### src/rtl/sorted_adjacency_list_builder_unit_defines.svh
// assertion macros for the sorted adjacency list builder
`ifndef SORTED_ADJACENCY_LIST_BUILDER_UNIT_DEFINES_SVH
`define SORTED_ADJACENCY_LIST_BUILDER_UNIT_DEFINES_SVH
`ifndef SYNTHESIS
`define SALB_ASSERT_IMP(label, clk, rst_n, a, c) \
    label: assert property (@(posedge clk) disable iff (!rst_n) (a) |-> (c)) \
        else $error("assertion failed");
`define SALB_ASSERT_NXT(label, clk, rst_n, a, c) \
    label: assert property (@(posedge clk) disable iff (!rst_n) (a) |=> (c)) \
        else $error("assertion failed");
`else
`define SALB_ASSERT_IMP(label, clk, rst_n, a, c)
`define SALB_ASSERT_NXT(label, clk, rst_n, a, c)
`endif
`endif

### src/rtl/salb_pkg.sv
// shared constants and types of the sorted adjacency list builder
package salb_pkg;
    localparam int MAX_VERTICES = 32;
    localparam int MAX_DEGREE = 32;
    localparam int VW = 5;
    localparam int LW = $clog2(MAX_DEGREE + 1);
    localparam int RW = $clog2(MAX_VERTICES);

    localparam logic [1:0] MODE_INSERT = 2'd0;
    localparam logic [1:0] MODE_LIST = 2'd1;
    localparam logic [1:0] MODE_CLEAR = 2'd2;

    localparam logic [1:0] ST_OK = 2'd0;
    localparam logic [1:0] ST_FULL = 2'd1;
    localparam logic [1:0] ST_RANGE = 2'd2;

    // control from the sequencer to the cell row
    typedef struct packed {
        logic          load;
        logic          insert;
        logic [LW-1:0] len;
        logic [VW-1:0] tgt;
        logic          shift;
    } cell_ctl_t;
endpackage

### src/rtl/salb_cell.sv
// one cell of the row: holds one entry, shifts toward the head, inserts in place
module salb_cell (
    input  logic                 clk,
    input  salb_pkg::cell_ctl_t  ctl,
    input  logic [4:0]           load_val,
    input  logic [4:0]           prev_val,
    input  logic                 prev_gt,
    input  logic [4:0]           next_val,
    input  logic [salb_pkg::LW-1:0] idx,
    output logic [4:0]           val,
    output logic                 gt
);
    import salb_pkg::*;
    logic [4:0] val_reg;
    logic [4:0] val_next;

    // entry is greater than the new target and sits inside the row
    assign gt = (idx < ctl.len) && (val_reg > ctl.tgt);
    assign val = val_reg;

    // next value of the entry
    always_comb
    begin
        val_next = val_reg;
        if (ctl.load)
            val_next = load_val;
        else if (ctl.insert)
        begin
            if (idx <= ctl.len)
            begin
                if (prev_gt)
                    val_next = prev_val;
                else if (gt || idx == ctl.len)
                    val_next = ctl.tgt;
            end
        end
        else if (ctl.shift)
            val_next = next_val;
    end

    always_ff @(posedge clk)
    begin
        val_reg <= val_next;
    end
endmodule

### src/rtl/salb_row.sv
// chain of cells holding the working row
module salb_row (
    input  logic                clk,
    input  salb_pkg::cell_ctl_t ctl,
    input  logic [salb_pkg::MAX_DEGREE*5-1:0] load_word,
    output logic [salb_pkg::MAX_DEGREE*5-1:0] row_word
);
    import salb_pkg::*;
    logic [4:0] v [MAX_DEGREE];
    logic       g [MAX_DEGREE];

    for (genvar i = 0; i < MAX_DEGREE; i++)
    begin : g_cell
        logic [4:0] pv;
        logic       pg;
        logic [4:0] nv;
        if (i == 0)
        begin : g_head
            assign pv = 5'd0;
            assign pg = 1'b0;
        end
        else
        begin : g_mid
            assign pv = v[i-1];
            assign pg = g[i-1];
        end
        if (i == MAX_DEGREE - 1)
        begin : g_tail
            assign nv = 5'd0;
        end
        else
        begin : g_body
            assign nv = v[i+1];
        end
        salb_cell u_cell (
            .clk      (clk),
            .ctl      (ctl),
            .load_val (load_word[i*5 +: 5]),
            .prev_val (pv),
            .prev_gt  (pg),
            .next_val (nv),
            .idx      (LW'(i)),
            .val      (v[i]),
            .gt       (g[i])
        );
        assign row_word[i*5 +: 5] = v[i];
    end
endmodule

### config.mk
export PLATFORM = sky130hd
export DESIGN_NAME = salb_row
export DESIGN_NICKNAME = d
export VERILOG_FILES = /design/src/rtl/sorted_adjacency_list_builder_unit_defines.svh /design/src/rtl/salb_pkg.sv /design/src/rtl/salb_cell.sv /design/src/rtl/salb_row.sv
export SDC_FILE = /design/constraint.sdc
export NUM_CORES = 1
export LEC_CHECK = 0
export BUFFER_PORTS_ARGS = -buffer_cell sky130_fd_sc_hd__buf_2
export CAP_MARGIN = 20
export CORE_MARGIN = 10
export CORE_UTILIZATION = 60
export DETAILED_ROUTE_END_ITERATION = 8
export GPL_ROUTABILITY_DRIVEN = 0
export MAX_ROUTING_LAYER = met4
export PLACE_DENSITY = 0.88
export SYNTH_ARGS = -nofsm -noshare
export SYNTH_HDL_FRONTEND = slang
export SYNTH_SLANG_ARGS = --single-unit
export TNS_END_PERCENT = 20
### constraint.sdc
create_clock -name clk -period 9.4 [get_ports clk]
set_clock_uncertainty 0.15 [all_clocks]
set_input_delay 0.94 -clock clk [delete_from_list [all_inputs] [get_ports clk]]
set_output_delay 0.94 -clock clk [all_outputs]
set_load 0.05 [all_outputs]
# ---- Word-level counts from Yosys, hierarchy flattened
# Cells that the tools add are included.
# W data, S select, Z words.
dict set report op_classes {
  div_mod_pow 0
  n_lt_le_gt_ge 96
  n_reduce_logical 98
  mux 191
  n_eq_ne 95
  n_mul 0
  addsub 0
  n_shift 0
  bitwise 0
}
# cell n
set ops {}
lappend ops {{$mux W5} 191}
lappend ops {{$gt A5 B5 Y1} 32}
lappend ops {{$ne A4 B1 Y1 const B} 31}
lappend ops {{$ne A3 B1 Y1 const B} 33}
lappend ops {{$eq A5 B6 Y1 const A} 16}
lappend ops {{$le A5 B6 Y1 const A} 16}
lappend ops {{$lt A5 B6 Y1 const A} 16}
lappend ops {{$reduce_and A3 Y1} 32}
lappend ops {{$eq A4 B6 Y1 const A} 8}
lappend ops {{$le A4 B6 Y1 const A} 8}
lappend ops {{$lt A4 B6 Y1 const A} 8}
lappend ops {{$logic_and A1 B1 Y1} 32}
lappend ops {{$logic_or A1 B1 Y1} 32}
lappend ops {{$eq A3 B6 Y1 const A} 4}
lappend ops {{$le A3 B6 Y1 const A} 4}
lappend ops {{$lt A3 B6 Y1 const A} 4}
lappend ops {{$eq A2 B6 Y1 const A} 2}
lappend ops {{$le A1 B6 Y1 const A} 2}
lappend ops {{$le A2 B6 Y1 const A} 2}
lappend ops {{$lt A1 B6 Y1 const A} 2}
lappend ops {{$lt A2 B6 Y1 const A} 2}
lappend ops {{$eq A1 B6 Y1 const A} 1}
lappend ops {{$logic_not A6 Y1} 1}
lappend ops {{$reduce_bool A3 Y1} 1}
dict set report totals {
  word_cells 512
  latchBits 0
  out_inout_bits 160
  regBits 160
  mem_bits_ro 0
  ramBits 0
  mem_count 0
  inputBits 175
}

# ---- Depth between registers and ports, before layout
dict set report logic_depth {
  word_depth 8
  ltp_mapped 8
  ltp_nobuf 7
}

# ---- Modules after synthesis
# From an unflattened synthesis, not the netlist that was laid out.
dict set report unflattened {
  cells_unflattened 2498
  area_unflattened_um2 19386.1
}
# mod area_each_um2 instances cells_each seq_area_each_um2
set modules_own_cells {}
lappend modules_own_cells {salb_cell 605.6 32 78 150.1}
lappend modules_own_cells {salb_row 7.5 1 2 0.0}

# ---- Worst setup path before layout
# OpenSTA, ideal clock, no wires.
dict set report synth_path {
  path_kind {input to register}
  from {in ctl[3] (netlist bit)}
  to {reg g_cell[27].u_cell.val_reg[0], enable pin}
  setup_time_ps 384
  t_arrival_ps 3165
  path_buffers 1
  setup_slack_ps 5701
  required_ps 8866
  path_stages 7
  cell_sequence {inv_1 -> ha_1 -> nand4_1 -> nor2_1 -> or2_0 -> buf_2 -> o41ai_1}
}
dict set report synth_via {
  elab_chain_cells 5
  elab_cells_between_ends 7
  cone_classes {2 x order compare; 1 x eq/ne; 4 x reduce/logical}
}
# element line
set synth_lines {}
lappend synth_lines {{start: declaration} salb_row.sv:4} ;# input salb_pkg::cell_ctl_t ctl,
lappend synth_lines {{$gt A5 B5 Y1} salb_cell.sv:18} ;# assign gt = (idx < ctl.len) && (val_reg > ctl.tgt);
lappend synth_lines {{$logic_and A1 B1 Y1} salb_cell.sv:18}
lappend synth_lines {{$logic_or A1 B1 Y1} salb_cell.sv:33} ;# else if (gt || idx == ctl.len)
lappend synth_lines {{$ne A4 B1 Y1 (no source line) (*)} -}
lappend synth_lines {{$reduce_and A3 Y1 (no source line) (*)} -}
lappend synth_lines {{end signal: assignment} salb_cell.sv:43} ;# val_reg <= val_next;
lappend synth_lines {{end: declaration} salb_cell.sv:14} ;# logic [4:0] val_reg;
# Every way passes the cells marked *; elsewhere a longest branch is shown, timed or not.
# A chain may end at the register's enable or synchronous reset.

# ---- Worst setup path in the final report
dict set report layout_path {
  from {in ctl[3] (netlist bit)}
  to {reg g_cell[27].u_cell.val_reg[4], enable pin}
}
# The elaborated chain is that of the path after synthesis.

==> results.md <==
- Status: finished, violations left
- Failing checks: DRC
- Synthesis-stage register bit count: 160
- H-tree depth: 4
- Final hold vios: 0
- Routed wire per std cell: 26.6 um
- Final ANT Viol Nets: 0
- Final max-slew violation count: 0
- CTS tree: done
- Dpl hpwl: roughly 37,000 um
- Number of max-cap violations: 0
- Synth top area cells: edfxtp_1 35%, ha_1 14%, mux2i_1 10%
- Mapped Avg Cell Area: 9.90 um2
- Finished Layout Cells: 1,970
- Post-synth EDFFs: 160
- Via density: 7.22
- CP required: 9310 ps
- Max reg flops: 160
- Leakage: 7.63 nW
- Net Count, Synth: roughly 1,700
- Root Buffer Master: clkbuf_16
- Setup CP Type: in2reg
- Post-CTS Resized: 0
- Worst Hold Margin: 516 ps
- Ys async rst share: 0%
- Fin crit period: approximately 5000 ps
- # clock sinks: 160
- I/O pin count: 335
- Synth top cells by count: 160 x edfxtp_1, 160 x ha_1, 144 x mux2i_1
- Core footprint: 0.0227 mm2
- Total track usage: between 30% and 40%
- Post-synth top area share: 34.6%
- Post-Syn Instances: approximately 1,400
- VDD IR-drop max: 0.000153 V
- Final setup fails: 0
- RSZ-0062 raised after global routing: no
- Worst-path clk slew: 70 ps
- Die H: about 170 um
- Postcts setup bufs: 0
- Cts hold-fix bufs: 0
- Drt pass-1 iters: 9
- Post-synthesis cell type count: 81
- Via count: 14,200
- Antenna violations before repair: 3
- Synth Area in XOR/XNOR: 0%
- Crit. End Element: register
- Clk buf depth: 2
- PortBufs: between 300 and 400
- Syn-to-layout area delta: 16.6%
- Fin nets: approximately 2,000
- Crit start category: input pin
- DP Worst Slack: 4250 ps
- Detailed Route WL: 52,300 um
- Min-Delay Path Class: reg2reg
- Row count: 55
- Fin crit share: 51.9%
- Share of cells above drive strength 1: 25.1%
- Simple-Gate Fraction of Synth Area: 10.7%
- Placed cell count: 1,933
- Pwr dens: 210 mW/mm2
- Detailed-route DRC error count: 18
- Die area: between 0.02 and 0.03 mm2
- DR iter-0 viols: 2,622
- Least-Margin Pin Slew: ~1100 ps
- Largest area contributor in the netlist: edfxtp_1
- Synth Flop Type: edfxtp_1
- Max FO, Critical Path: 24
- Maximum clock rate: between 0.2 and 0.25 GHz
- Max-slew headroom: 23.8%
- Vias in the first global route: 14,000
- Gr ovfl total: 0
- Setup WS post-layout: about 4500 ps
- Die W: roughly 170 um
- Synth Warn #: 0
- Starting Density: 61.1%
- CTS Buf Count: 17
- Global-route wire length before repair: 78,700 um
- Complex-gate fraction of the synthesized area: roughly a quarter
- Register area share after synthesis: 34.6%
- Netlist Area Pre-Place: 0.0139 mm2
- Setup TNS: 0 ps
- Multiplexer share of the synthesized area: between 10% and 20%
- Clock Latency Late Sink: 440 ps
- Adder-Cell Fraction of Synth Area: ~14%
- Largest net degree at the start of global routing: 110
- Main combinational cell family by area after synthesis: compound AO/OA/AOI/OAI gates
- Crit path DAT: 4800 ps
[worst max-delay path, stage by stage]
cell and delay, ps:
buf_2 590, clkinv_1 890, buf_4 500, ha_1 340, nand4_1 120, nor2_1 110
or2_0 320, o41ai_1 950
[metrics by stage]
step | power (mW) | cell area [um2] | util [%]
after floorplan | 2.26 | 13900 | -
after global placement | 2.65 | 15600 | 68.7
after detailed placement | 2.70 | 15600 | 68.7
after CTS | 3.36 | 16100 | 71.0
after global routing | 3.54 | 16200 | 71.3
final | 3.40 | 16200 | 71.3
[kinds of logic after synthesis]
group / after synthesis
AO/OA/AOI/OAI: 492
AND/OR/NAND/NOR: 283
buffers and inverters: 164
adder cells (fa/ha/maj): 160
flip-flops: 160
multiplexers: 144
[layout by cell type (no fill, tap or decap), drive strengths merged, types with 5 or more instances in the layout]
cell type,netlist,final
mux2i,144,144
ha,160,160
clkinv,0,8
a21oi,66,66
a21boi,5,5
o221ai,11,11
o211ai,7,7
a221oi,6,6
clkbuf,74,18
a222oi,29,29
buf,26,347
nand4,28,28
and4,10,10
or2,9,9
nand2,91,91
o21ai,149,149
a31oi,20,20
nor3,20,20
and3,20,20
inv,64,66
edfxtp,160,160
a22oi,118,118
nor2b,9,9
and2,9,9
a221o,8,8
o21a,5,5
a21o,23,23
o21bai,5,5
nor2,36,36
nand3,33,33
[report_power, final]
group          leakage, nW  switching (mW)  internal, mW
logic                 5.70            1.07         0.482
clock network        0.251           0.325         0.341
registers             1.67           0.213         0.972
total                 7.63            1.61          1.80
[worst paths after layout]
kind                                                         start                                 end  slack (ps)  cells past startpoint
worst max-delay path                                        ctl[3]  g_cell[27].u_cell.val[4]$_DFFE_PP_        4520                      8
worst min-delay path            g_cell[31].u_cell.val[0]$_DFFE_PP_  g_cell[30].u_cell.val[0]$_DFFE_PP_         520                      2
worst max register to register  g_cell[26].u_cell.val[4]$_DFFE_PP_  g_cell[27].u_cell.val[4]$_DFFE_PP_        6500                      5
worst min register to register  g_cell[31].u_cell.val[0]$_DFFE_PP_  g_cell[30].u_cell.val[0]$_DFFE_PP_         520                      2
[per-layer routing]
layer	track usage [%]	vias up	wire length (um)
met1	43.3	6642	18800
met2	54.6	1244	24000
li1	-	6091	-
met5	-	-	0
met3	6.70	255	7010
met4	15.4	0	2510
[layout make-up]
type                    instances  area, um2
multi-input cells            1079       8440
flip-flops and latches        160       4800
well taps                     285        357
repair buffers                347       1800
fillers                      1693       6520
clock inverters                14        106
diodes                          3       7.51
clock buffers                  18        429
inverters                      64        240
(Power assumes the default switching activity.)
